File: src/rtl/frdp_pkg.sv
// Shared types and constants for the framed ASCII decimal record parser.
package frdp_pkg;

  localparam int HPOS_W = 4;
  localparam int FIDX_W = 5;
  localparam int QDEPTH = 4;
  localparam int QPTR_W = 2;
  localparam int QCNT_W = 3;

  localparam logic [7:0] CH_NL    = 8'h0A;
  localparam logic [7:0] CH_POINT = 8'h2E;
  localparam logic [7:0] CH_MINUS = 8'h2D;
  localparam logic [7:0] CH_ZERO  = 8'h30;
  localparam logic [7:0] CH_NINE  = 8'h39;

  localparam logic KIND_VALUE = 1'b0;
  localparam logic KIND_EOR   = 1'b1;

  localparam logic [1:0] REG_HEADER_LENGTH = 2'd0;
  localparam logic [1:0] REG_HEADER_BYTES  = 2'd1;
  localparam logic [1:0] REG_USE_GROUP     = 2'd2;
  localparam logic [1:0] REG_VALUE_COUNT   = 2'd3;

  typedef enum logic [1:0] {
    PH_HEADER,
    PH_GROUP,
    PH_VALUES,
    PH_WAIT
  } phase_t;

  typedef struct packed {
    logic [3:0]  header_length;
    logic [63:0] header_bytes;
    logic        use_group;
    logic [4:0]  value_count;
  } cfg_t;

  typedef struct packed {
    logic               kind;
    logic [7:0]         group_id;
    logic [3:0]         value_index;
    logic signed [31:0] mantissa;
    logic [3:0]         frac_digits;
    logic               last;
  } result_t;

  typedef struct packed {
    logic [1:0] count;
    result_t    res0;
    result_t    res1;
  } step_out_t;

endpackage

File: src/rtl/framed_ascii_decimal_record_parser.sv
// Top level: config registers, input byte register, parser and result queue.
//
//   channel  direction  handshake               payload
//   in_      input      in_valid / in_ready     in_rx_byte
//   out_     output     out_valid / out_ready   kind, group_id, value_index, mantissa,
//                                               frac_digits, last
//   cfg_     input      APB write, pready = 1   64-bit registers at 8*index
//
// One byte per cycle while the queue has room; a byte is held in the input register, then parsed.
// A number ended by newline gives two results and needs two free slots in the
// 4-entry result queue; the parse stage holds its byte until that room exists.
// rst_n is synchronous: parser returns to header search, queue empties, registers
// take their reset values. A stalled output fills the queue past two entries, then in_ready drops.
module framed_ascii_decimal_record_parser #(
  parameter int MAX_HEADER = 8,
  parameter int MAX_VALUES = 16
) (
  input  logic               clk,
  input  logic               rst_n,
  input  logic               in_valid,
  output logic               in_ready,
  input  logic [7:0]         in_rx_byte,
  output logic               out_valid,
  input  logic               out_ready,
  output logic               out_kind,
  output logic [7:0]         out_group_id,
  output logic [3:0]         out_value_index,
  output logic signed [31:0] out_mantissa,
  output logic [3:0]         out_frac_digits,
  output logic               out_last,
  input  logic               cfg_psel,
  input  logic               cfg_penable,
  input  logic               cfg_pwrite,
  input  logic [4:0]         cfg_paddr,
  input  logic [63:0]        cfg_pwdata,
  output logic [63:0]        cfg_prdata,
  output logic               cfg_pready
);

  frdp_pkg::cfg_t cfg_r;
  logic           cfg_wr;

  logic       byte_valid_r;
  logic [7:0] byte_r;
  logic       step_en;
  frdp_pkg::step_out_t step_out;

  frdp_pkg::result_t q_mem [frdp_pkg::QDEPTH];
  logic [frdp_pkg::QPTR_W-1:0] wr_ptr_r, rd_ptr_r;
  logic [frdp_pkg::QCNT_W-1:0] cnt_r, cnt_nxt;
  logic       pop;
  frdp_pkg::result_t q_head;

  assign cfg_pready = 1'b1;
  assign cfg_wr     = cfg_psel && cfg_penable && cfg_pwrite && cfg_pready;

  always_ff @(posedge clk) begin
    if (!rst_n) begin
      cfg_r.header_length <= '0;
      cfg_r.header_bytes  <= '0;
      cfg_r.use_group     <= 1'b0;
      cfg_r.value_count   <= 5'd1;
    end else if (cfg_wr) begin
      unique case (cfg_paddr[4:3])
        frdp_pkg::REG_HEADER_LENGTH: cfg_r.header_length <= cfg_pwdata[3:0];
        frdp_pkg::REG_HEADER_BYTES:  cfg_r.header_bytes  <= cfg_pwdata;
        frdp_pkg::REG_USE_GROUP:     cfg_r.use_group     <= cfg_pwdata[0];
        frdp_pkg::REG_VALUE_COUNT:   cfg_r.value_count   <= cfg_pwdata[4:0];
        default: cfg_r.value_count <= cfg_r.value_count;
      endcase
    end
  end

  always_comb begin
    unique case (cfg_paddr[4:3])
      frdp_pkg::REG_HEADER_LENGTH: cfg_prdata = {60'd0, cfg_r.header_length};
      frdp_pkg::REG_HEADER_BYTES:  cfg_prdata = cfg_r.header_bytes;
      frdp_pkg::REG_USE_GROUP:     cfg_prdata = {63'd0, cfg_r.use_group};
      frdp_pkg::REG_VALUE_COUNT:   cfg_prdata = {59'd0, cfg_r.value_count};
      default:                     cfg_prdata = '0;
    endcase
  end

  // parse stage runs when the queue has room for two results
  assign step_en  = byte_valid_r && (cnt_r <= frdp_pkg::QCNT_W'(frdp_pkg::QDEPTH - 2));
  assign in_ready = !byte_valid_r || step_en;

  always_ff @(posedge clk) begin
    if (!rst_n) begin
      byte_valid_r <= 1'b0;
    end else if (in_ready) begin
      byte_valid_r <= in_valid;
    end
  end

  always_ff @(posedge clk) begin
    if (in_ready && in_valid) begin
      byte_r <= in_rx_byte;
    end
  end

  frdp_parser #(
    .MAX_HEADER(MAX_HEADER),
    .MAX_VALUES(MAX_VALUES)
  ) u_parser (
    .clk      (clk),
    .rst_n    (rst_n),
    .cfg      (cfg_r),
    .step_en  (step_en),
    .rx_byte  (byte_r),
    .step_out (step_out)
  );

  assign out_valid = (cnt_r != '0);
  assign pop       = out_valid && out_ready;
  assign q_head    = q_mem[rd_ptr_r];

  assign out_kind        = q_head.kind;
  assign out_group_id    = q_head.group_id;
  assign out_value_index = q_head.value_index;
  assign out_mantissa    = q_head.mantissa;
  assign out_frac_digits = q_head.frac_digits;
  assign out_last        = q_head.last;

  always_comb begin
    cnt_nxt = cnt_r;
    if (step_en) cnt_nxt = cnt_nxt + frdp_pkg::QCNT_W'(step_out.count);
    if (pop)     cnt_nxt = cnt_nxt - frdp_pkg::QCNT_W'(1);
  end

  always_ff @(posedge clk) begin
    if (!rst_n) begin
      wr_ptr_r <= '0;
      rd_ptr_r <= '0;
      cnt_r    <= '0;
    end else begin
      cnt_r <= cnt_nxt;
      if (pop) rd_ptr_r <= rd_ptr_r + frdp_pkg::QPTR_W'(1);
      if (step_en) wr_ptr_r <= wr_ptr_r + frdp_pkg::QPTR_W'(step_out.count);
    end
  end

  always_ff @(posedge clk) begin
    if (step_en && (step_out.count != 2'd0)) begin
      q_mem[wr_ptr_r] <= step_out.res0;
    end
    if (step_en && (step_out.count == 2'd2)) begin
      q_mem[wr_ptr_r + frdp_pkg::QPTR_W'(1)] <= step_out.res1;
    end
  end

  a_cnt_bound: assert property (@(posedge clk) disable iff (!rst_n)
    cnt_r <= frdp_pkg::QCNT_W'(frdp_pkg::QDEPTH))
    else $error("result queue overflow");

  a_single_last: assert property (@(posedge clk) disable iff (!rst_n)
    (step_en && (step_out.count == 2'd1)) |-> step_out.res0.last)
    else $error("single result not marked last");

  a_pair_order: assert property (@(posedge clk) disable iff (!rst_n)
    (step_en && (step_out.count == 2'd2)) |->
      (!step_out.res0.last && step_out.res1.last &&
       (step_out.res0.kind == frdp_pkg::KIND_VALUE) &&
       (step_out.res1.kind == frdp_pkg::KIND_EOR)))
    else $error("two-result transaction out of order");

  a_ptr_track: assert property (@(posedge clk) disable iff (!rst_n)
    frdp_pkg::QPTR_W'(wr_ptr_r - rd_ptr_r) == frdp_pkg::QPTR_W'(cnt_r))
    else $error("queue pointers disagree with count");

endmodule

File: src/rtl/frdp_parser.sv
// Per-byte parse step: header match, group byte, decimal values, record end.
module frdp_parser #(
  parameter int MAX_HEADER = 8,
  parameter int MAX_VALUES = 16
) (
  input  logic                clk,
  input  logic                rst_n,
  input  frdp_pkg::cfg_t      cfg,
  input  logic                step_en,
  input  logic [7:0]          rx_byte,
  output frdp_pkg::step_out_t step_out
);

  frdp_pkg::phase_t phase_r, phase_nxt;
  logic [frdp_pkg::HPOS_W-1:0] header_pos_r, header_pos_nxt;
  logic [frdp_pkg::FIDX_W-1:0] field_index_r, field_index_nxt;
  logic [31:0] accum_r, accum_nxt;
  logic [3:0]  frac_count_r, frac_count_nxt;
  logic        in_number_r, in_number_nxt;
  logic        point_seen_r, point_seen_nxt;
  logic        negative_r, negative_nxt;
  logic [7:0]  group_r, group_nxt;

  logic [3:0] hl;
  logic [frdp_pkg::FIDX_W-1:0] vc_clamp, vc;
  logic       hdr_active, hdr_match, hdr_done, start_now;
  logic [7:0] hdr_byte;
  frdp_pkg::phase_t work_phase, rec_phase;

  logic [frdp_pkg::FIDX_W-1:0] fi_cur, fi_inc;
  logic [31:0] acc_cur, acc_x10, mant;
  logic [3:0]  frac_cur, digit_val;
  logic        in_num_cur, point_cur, neg_cur;
  logic [7:0]  group_cur;
  logic        is_digit, is_point, is_minus, is_nl, num_end;

  assign hl = (32'(cfg.header_length) > MAX_HEADER) ? 4'(MAX_HEADER) : cfg.header_length;
  assign vc_clamp = (32'(cfg.value_count) > MAX_VALUES) ? frdp_pkg::FIDX_W'(MAX_VALUES)
                                                        : cfg.value_count;
  assign vc = (cfg.value_count == '0) ? frdp_pkg::FIDX_W'(1) : vc_clamp;

  assign hdr_active = (phase_r == frdp_pkg::PH_HEADER) && (header_pos_r < hl);
  assign hdr_byte   = cfg.header_bytes[{header_pos_r[2:0], 3'b000} +: 8];
  assign hdr_match  = (rx_byte == hdr_byte);
  assign hdr_done   = hdr_match && ((5'(header_pos_r) + 5'd1) >= {1'b0, hl});
  assign start_now  = (phase_r == frdp_pkg::PH_HEADER) && !hdr_active;
  assign rec_phase  = cfg.use_group ? frdp_pkg::PH_GROUP : frdp_pkg::PH_VALUES;
  assign work_phase = start_now ? rec_phase : phase_r;

  // record start clears the number and record state before the byte is used
  assign fi_cur     = start_now ? '0 : field_index_r;
  assign acc_cur    = start_now ? '0 : accum_r;
  assign frac_cur   = start_now ? '0 : frac_count_r;
  assign in_num_cur = start_now ? 1'b0 : in_number_r;
  assign point_cur  = start_now ? 1'b0 : point_seen_r;
  assign neg_cur    = start_now ? 1'b0 : negative_r;
  assign group_cur  = start_now ? '0 : group_r;

  assign is_digit  = (rx_byte >= frdp_pkg::CH_ZERO) && (rx_byte <= frdp_pkg::CH_NINE);
  assign is_point  = (rx_byte == frdp_pkg::CH_POINT);
  assign is_minus  = (rx_byte == frdp_pkg::CH_MINUS);
  assign is_nl     = (rx_byte == frdp_pkg::CH_NL);
  assign num_end   = in_num_cur && !is_digit && !is_point;
  assign digit_val = 4'(rx_byte - frdp_pkg::CH_ZERO);
  assign acc_x10   = (acc_cur << 3) + (acc_cur << 1);
  assign mant      = neg_cur ? (32'd0 - acc_cur) : acc_cur;
  assign fi_inc    = fi_cur + frdp_pkg::FIDX_W'(1);

  // next state
  always_comb begin
    phase_nxt      = phase_r;
    header_pos_nxt = header_pos_r;
    if (hdr_active) begin
      if (hdr_match) begin
        header_pos_nxt = header_pos_r + 4'd1;
        if (hdr_done) begin
          header_pos_nxt = '0;
          phase_nxt      = rec_phase;
        end
      end else begin
        header_pos_nxt = '0;
      end
    end else begin
      header_pos_nxt = '0;
      unique case (work_phase)
        frdp_pkg::PH_HEADER: phase_nxt = frdp_pkg::PH_HEADER;
        frdp_pkg::PH_GROUP:  phase_nxt = frdp_pkg::PH_VALUES;
        frdp_pkg::PH_VALUES: begin
          phase_nxt = frdp_pkg::PH_VALUES;
          if (num_end) begin
            if (fi_inc >= vc) phase_nxt = frdp_pkg::PH_WAIT;
            if (is_nl) phase_nxt = frdp_pkg::PH_HEADER;
          end
        end
        frdp_pkg::PH_WAIT: begin
          phase_nxt = is_nl ? frdp_pkg::PH_HEADER : frdp_pkg::PH_WAIT;
        end
        default: phase_nxt = frdp_pkg::PH_HEADER;
      endcase
    end
  end

  // outputs and number datapath
  always_comb begin
    field_index_nxt = field_index_r;
    accum_nxt       = accum_r;
    frac_count_nxt  = frac_count_r;
    in_number_nxt   = in_number_r;
    point_seen_nxt  = point_seen_r;
    negative_nxt    = negative_r;
    group_nxt       = group_r;
    step_out        = '0;
    if (hdr_active) begin
      if (hdr_done) begin
        field_index_nxt = '0;
        accum_nxt       = '0;
        frac_count_nxt  = '0;
        in_number_nxt   = 1'b0;
        point_seen_nxt  = 1'b0;
        negative_nxt    = 1'b0;
        group_nxt       = '0;
      end
    end else begin
      field_index_nxt = fi_cur;
      accum_nxt       = acc_cur;
      frac_count_nxt  = frac_cur;
      in_number_nxt   = in_num_cur;
      point_seen_nxt  = point_cur;
      negative_nxt    = neg_cur;
      group_nxt       = group_cur;
      unique case (work_phase)
        frdp_pkg::PH_GROUP: group_nxt = rx_byte;
        frdp_pkg::PH_VALUES: begin
          if (in_num_cur) begin
            if (is_digit) begin
              accum_nxt = acc_x10 + 32'(digit_val);
              if (point_cur && (frac_cur != 4'd15)) frac_count_nxt = frac_cur + 4'd1;
            end else if (is_point) begin
              point_seen_nxt = 1'b1;
            end else begin
              step_out.res0.kind        = frdp_pkg::KIND_VALUE;
              step_out.res0.group_id    = group_cur;
              step_out.res0.value_index = fi_cur[3:0];
              step_out.res0.mantissa    = mant;
              step_out.res0.frac_digits = frac_cur;
              accum_nxt       = '0;
              frac_count_nxt  = '0;
              in_number_nxt   = 1'b0;
              point_seen_nxt  = 1'b0;
              negative_nxt    = 1'b0;
              field_index_nxt = fi_inc;
              if (is_nl) begin
                step_out.res1.kind     = frdp_pkg::KIND_EOR;
                step_out.res1.group_id = group_cur;
                step_out.res1.last     = 1'b1;
                step_out.count         = 2'd2;
              end else begin
                step_out.res0.last = 1'b1;
                step_out.count     = 2'd1;
              end
            end
          end else begin
            if (is_digit) begin
              in_number_nxt = 1'b1;
              accum_nxt     = 32'(digit_val);
            end else if (is_point) begin
              in_number_nxt  = 1'b1;
              point_seen_nxt = 1'b1;
              accum_nxt      = '0;
            end else if (is_minus) begin
              negative_nxt = 1'b1;
            end
          end
        end
        frdp_pkg::PH_WAIT: begin
          if (is_nl) begin
            step_out.res0.kind     = frdp_pkg::KIND_EOR;
            step_out.res0.group_id = group_cur;
            step_out.res0.last     = 1'b1;
            step_out.count         = 2'd1;
          end
        end
        frdp_pkg::PH_HEADER: group_nxt = group_cur;
        default: group_nxt = group_cur;
      endcase
    end
  end

  always_ff @(posedge clk) begin
    if (!rst_n) begin
      phase_r       <= frdp_pkg::PH_HEADER;
      header_pos_r  <= '0;
      field_index_r <= '0;
      accum_r       <= '0;
      frac_count_r  <= '0;
      in_number_r   <= 1'b0;
      point_seen_r  <= 1'b0;
      negative_r    <= 1'b0;
      group_r       <= '0;
    end else if (step_en) begin
      phase_r       <= phase_nxt;
      header_pos_r  <= header_pos_nxt;
      field_index_r <= field_index_nxt;
      accum_r       <= accum_nxt;
      frac_count_r  <= frac_count_nxt;
      in_number_r   <= in_number_nxt;
      point_seen_r  <= point_seen_nxt;
      negative_r    <= negative_nxt;
      group_r       <= group_nxt;
    end
  end

endmodule

File: config.mk
export PLATFORM = sky130hd
export DESIGN_NAME = framed_ascii_decimal_record_parser
export DESIGN_NICKNAME = d
export VERILOG_FILES = /design/src/rtl/frdp_pkg.sv /design/src/rtl/framed_ascii_decimal_record_parser.sv /design/src/rtl/frdp_parser.sv
export SDC_FILE = /design/constraint.sdc
export NUM_CORES = 1
export LEC_CHECK = 0
export BUFFER_PORTS_ARGS = -buffer_cell sky130_fd_sc_hd__buf_2
export CAP_MARGIN = 20
export CORE_ASPECT_RATIO = 1.25
export CORE_MARGIN = 2
export CORE_UTILIZATION = 25
export CTS_CLUSTER_SIZE = 14
export DETAILED_ROUTE_END_ITERATION = 8
export PLACE_DENSITY_LB_ADDON = 0.12
export SLEW_MARGIN = 20
export SYNTH_ARGS = -nofsm -noshare
export SYNTH_HDL_FRONTEND = slang
export SYNTH_HIERARCHICAL = 1
export SYNTH_SLANG_ARGS = --single-unit
File: constraint.sdc
create_clock -name clk -period 17.8 [get_ports clk]
set_input_delay 1.78 -clock clk [delete_from_list [all_inputs] [get_ports clk]]
set_output_delay 1.78 -clock clk [all_outputs]
set_load 0.01 [all_outputs]
Word level (Yosys, flattened, before mapping):

Memory sizes are Yosys's and may differ from the RTL's. A register that Yosys moved wholly into a read port is not among the register bits.
Index checks and enable logic that the tools add are counted.

* register bits: 148
* memory bits (writable): 200
* input bits: 84
* word-level logic and storage cells: 180
* output and inout port bits: 117
* memories: 1

* muxes and demuxes: 94
* magnitude comparators: 8
* add/sub/neg operators: 13
* shift operators: 1
* equality and inequality tests: 14
* reductions and logical operators: 31

Memory list
* q_mem: words 4, width 50, rd ports 1, clocked after Yosys merged registers in 1, wr ports 2, RTL line framed_ascii_decimal_record_parser.sv:48 `frdp_pkg::result_t q_mem [frdp_pkg::QDEPTH];`

Operators with widths (number)
* $mux W32: 10
* $pmux W64 S4: 1
* $mux W61: 4
* $shiftx A64 B7 Y8: 1
* $mux W4: 12
* $mux W5: 9
* $mux W40: 1
* $mux W1: 34
* $add A32 B32 Y32: 1
* $add A32 B4 Y32: 1
* $mux W8: 4
* $sub A1 B32 Y32 const A: 1
* $mux W2: 11
* $pmux W11 S2: 1
* $mux W9: 2
* $eq A8 B6 Y1 const B: 2
* $logic_and A1 B1 Y1: 14
* $eq A2 B2 Y1 const B: 5
* $mux W10: 1
* $reduce_and A2 Y1: 5
* $add A4 B1 Y4 const B: 2
* $eq A8 B4 Y1 const B: 1
* $eq A8 B8 Y1: 1
* $ge A8 B6 Y1 const B: 1
* other kinds (27): 36

Logic depth before layout (Yosys ltp):

* depth after elaboration: 18
* gate-level depth with buffers: 20
* gate-level depth less buffers: 18

Cells and area by module:

Netlist, hierarchy kept.

By module, submodules not included
* framed_ascii_decimal_record_parser: cells each 976, sequential area each 7927.6 um2, instances 1, area each 13664.4 um2
* frdp_parser: cells each 980, sequential area each 1161.1 um2, instances 1, area each 7398.3 um2

Least setup slack after synthesis:

OpenSTA, ideal clock, no wires.

* kind: register -> register
* start point: reg byte_r[3]
* end point: mem q_mem[1][0] (netlist name), enable pin
* setup slack: 11.471 ns
* clock period less this slack: 6.329 ns
* data required time: 17.270 ns
* path buffers: 3
* setup time: 0.530 ns
* arrival: 5.799 ns
* stages on the path, launching flop included: 12
* path through: edfxtp_1 > nor4bb_1 > nand2_1 > a21o_1 > clkbuf_1 > nand2_1 > clkbuf_1 > o21ai_0 > buf_4 > nand2b_1 > nand2_1 > nor3b_1

RTL lines
* from (decl): RTL line framed_ascii_decimal_record_parser.sv:44 `logic [7:0] byte_r;`
* from (signal assigned): RTL line framed_ascii_decimal_record_parser.sv:98 `byte_r <= in_rx_byte;`
* to (decl): RTL line framed_ascii_decimal_record_parser.sv:48

Worst setup path in the final report:

* start point: reg u_parser/header_pos_r[1] (netlist name)
* end point: reg u_parser.accum_r[28]

* cells in the longest elaborated chain, start to end: 11
* elaborated cells on any way between the ends: 24
* those cells by class: add/sub: 3; order compare: 2; eq/ne: 3; shift: 1; mux: 10; reduce/logical: 5

Ends and longest elaborated chain
* from (decl): RTL line frdp_parser.sv:15 `logic [frdp_pkg::HPOS_W-1:0] header_pos_r, header_pos_nxt;`
* from (signal assigned): RTL line frdp_parser.sv:202 `header_pos_r <= header_pos_nxt;`
* $lt A4 B4 Y1: RTL line frdp_parser.sv:42 `assign hdr_active = (phase_r == frdp_pkg::PH_HEADER) && (header_pos_r < hl);`
* $logic_and A1 B1 Y1: RTL line frdp_parser.sv:42
* $logic_not A1 Y1: RTL line frdp_parser.sv:46 `assign start_now = (phase_r == frdp_pkg::PH_HEADER) && !hdr_active;`
* $logic_and A1 B1 Y1: RTL line frdp_parser.sv:46
* $mux W32: RTL line frdp_parser.sv:52 `assign acc_cur = start_now ? '0 : accum_r;`
* $add A32 B32 Y32: RTL line frdp_parser.sv:65 `assign acc_x10 = (acc_cur << 3) + (acc_cur << 1);`
* $add A32 B4 Y32: RTL line frdp_parser.sv:136 `accum_nxt = acc_x10 + 32'(digit_val);`
* $mux W32: RTL line frdp_parser.sv:135 `if (is_digit) begin`
* $mux W32: RTL line frdp_parser.sv:134 `if (in_num_cur) begin`
* $mux W32: RTL line frdp_parser.sv:131 `unique case (work_phase)`
* $mux W32: RTL line frdp_parser.sv:113 `if (hdr_active) begin`
* to (signal assigned): RTL line frdp_parser.sv:204 `accum_r <= accum_nxt;`
* to (decl): RTL line frdp_parser.sv:17 `logic [31:0] accum_r, accum_nxt;`

Parallel ways exist; a longest one is shown, timed or not.
A chain may end at the register's enable or synchronous reset.

==> flow_metrics.tcl <==
set metrics [dict create \
    outcome "finished clean" \
    post_synth.cell_area_avg_um2 10.8 \
    startpoint_type "flop" \
    drt-initial-drc-count 819 \
    ys_seq_area_share_pct 43.2 \
    final_cell_mix "nand2_1, edfxtp_1, buf_2" \
    max_slew_margin_pct 26.8 \
    antenna_found_initial 3 \
    drc_errors 0 \
    ys_seq_elements 350 \
    syn_area_um2 21100 \
    grt_pass1_vias 16400 \
    ios 201 \
    fin_util_pct 29.1 \
    gr-total-overflow 0 \
    path_clk_slew_ns 0.06 \
    dr.pass1.iters 5 \
    p_total_mw 2.09 \
    maxCapViolations 0 \
    grt_max_degree 65 \
    synth_area_leaders "edfxtp_1, dfxtp_1, mux2_2" \
    synthAdderAreaFrac_pct 4.98 \
    ant_nets 0 \
    clkLatencyLatePin_ns 0.59 \
    cts_hold_buf 0 \
    finalHoldViolations 0 \
    cts-resized-gates 0 \
    nNetsFinal 2269 \
    std_cell_rows 119 \
    die_w_um 264 \
    netlist.area_leader.share_pct 29.7 \
    required_ns 18.27 \
    vias_per_cell 4.80 \
    die_h_um 329 \
    drive_gt1_share_pct 23.7 \
    p_leak_nw 9.71 \
    synth_top_family_by_area "multiplexers" \
    synth_xor_area_share_pct 2.45 \
    area_delta_synth_final_pct 15.9 \
    clockRootBuffer "clkbuf_16" \
    wirelength_mm 70.6 \
    end_kind "flop" \
    synth-edff-count 208 \
    power.density_nw_per_um2 85.8 \
    synth_cell_type_count 79 \
    core_region_area_um2 83800 \
    cts_tree "yes" \
    portBuffers 196 \
    async_flop_share_pct 0 \
    routabilityCongestion 0.861 \
    yosysWarnings 6 \
    finalMaxSlewViolations 0 \
    worst_pin_slew_ns 1.09 \
    vdd_drop_max_v 0.0000559 \
    yosys_most_used_dff "edfxtp_1" \
    hp-class "reg2reg" \
    arrival_ns 6.60 \
    grt_pass1_wl_mm 107 \
    critPathKind "reg2reg" \
    dp_hpwl_mm 47.1 \
    syn_inst 1956 \
    yosys.area_share.simple_pct 14.6 \
    clockBufferDepth 3 \
    finalCritPeriodShare_pct 34.4 \
    clock_sinks 350 \
    setup_viol 0 \
    worst-path-max-fanout 32 \
    diodes 0 \
    numCtsBuffers 45 \
    fmax_mhz 163 \
    synth_compound_area_share_pct 11.0 \
    fin_crit_ns 6.13 \
    synthMuxAreaShare_pct 19.1 \
    start_util_pct 25.1 \
    mostFrequentLayoutCell "nand2_1" \
    cts_post_setup_buffers_inserted 0 \
    whs_ns 0.474 \
    gr-usage-all-layers_pct 16.2 \
    setup_tns_ns 0 \
    h-tree-depth 2 \
    die_area_um2 86600 \
    synth_area_leader_cell "edfxtp_1" \
    skew_ns 0.0353 \
    wire_per_inst_um 21.9 \
    rsz0062_at_grt "false" \
    num_vias 15500 \
]
==> worst paths after layout <==
path,startpoint,to,slack (ns),depth (start not counted)
setup / recovery,u_parser/header_pos_r[1],u_parser/accum_r[28],11.67,14
hold / removal,cfg_r[46],cfg_r[46],0.47,2
setup reg to reg,u_parser/header_pos_r[1],u_parser/accum_r[28],11.67,14
hold reg to reg,cfg_r[46],cfg_r[46],0.47,2
==> per-stage QoR <==
stage	setup WS [ns]	std cells	instance area, um2
after global routing	11.31	3228	24400
after floorplan	11.47	1995	21200
after global placement	11.75	3145	23000
after detailed placement	11.66	3145	23000
final	11.67	3228	24400
after CTS	11.61	3228	24400
==> kinds of logic (layout without fill, tap and decap cells) <==
logic type | Yosys count | in the layout
compound gates | 333 | 333
xor+xnor | 59 | 59
fa+ha+maj | 82 | 82
buf+inv | 196 | 340
flops | 350 | 350
mux | 302 | 302
other cells | 2 | 41
simple gates | 632 | 632
==> area by class of cell <==
cell class                 count  area, um2
inverter                      38        143
fill                        8795      59400
multi-input combinational   1449      11200
tap                         1089       1360
sequential                   350       9100
timing repair buffer         219       1160
clock buffer                  58       1220
clock inverter                25        214
==> power by group <==
| part | total, mW | internal [mW] | switching (mW) |
|---|---|---|---|
| clock | 0.904 | 0.526 | 0.378 |
| sequential | 0.904 | 0.862 | 0.0414 |
| combinational | 0.287 | 0.124 | 0.163 |
| total | 2.09 | 1.51 | 0.582 |
==> flip-flops by register name, indices dropped and copies added, names as in the netlist, named ones only <==
name,count
q_mem,200
cfg_r,74
u_parser/accum_r,32
byte_r,8
u_parser/group_r,8
u_parser/field_index_r,5
u_parser/frac_count_r,4
u_parser/header_pos_r,4
cnt_r,3
rd_ptr_r,2
u_parser/phase_r,2
wr_ptr_r,2
byte_valid_r,1
u_parser/in_number_r,1
u_parser/negative_r,1
u_parser/point_seen_r,1
==> worst max-delay path, stage by stage, from the launching register on <==
cell       delay (ns)
dfxtp_1          0.90
ha_1             0.36
nor2b_1          0.18
o2111ai_4        0.82
and3_1           0.36
fa_1             0.49
fa_1             0.49
a21o_1           0.22
a221oi_1         0.48
or4_1            0.26
a211o_1          0.22
a2111oi_0        0.12
a2111oi_0        0.66
xnor2_1          0.20
a22o_1           0.23
==> cells in the mapped netlist, types with 9 or more instances <==
cell,number
mux2_1,60
a22oi_1,18
mux2i_1,39
inv_1,37
clkbuf_1,73
xnor2_1,29
nor2_1,114
xor2_1,30
o22ai_1,12
dfxtp_1,142
o21ai_0,52
and2_1,82
a21boi_0,71
o21a_1,11
nand3_1,42
mux2_2,144
ha_1,79
nor2b_1,30
a22o_1,20
edfxtp_1,208
nor3_1,26
buf_2,26
a31oi_1,9
buf_4,48
a21o_1,16
mux4_2,56
a21oi_1,48
nand2_1,224
nand4_1,12
and3_1,56
==> routing by layer <==
layer / vias up / share of wire (%) / track usage [%]
met1: 7616 / 41 / 19.1
met4: 6 / 2.8 / 4.80
li1: 7451 / - / -
met2: 327 / 51 / 29.8
met5: - / 0.052 / 0
met3: 94 / 4.3 / 2.93
No activity file was read; power rests on OpenSTA's default activity.
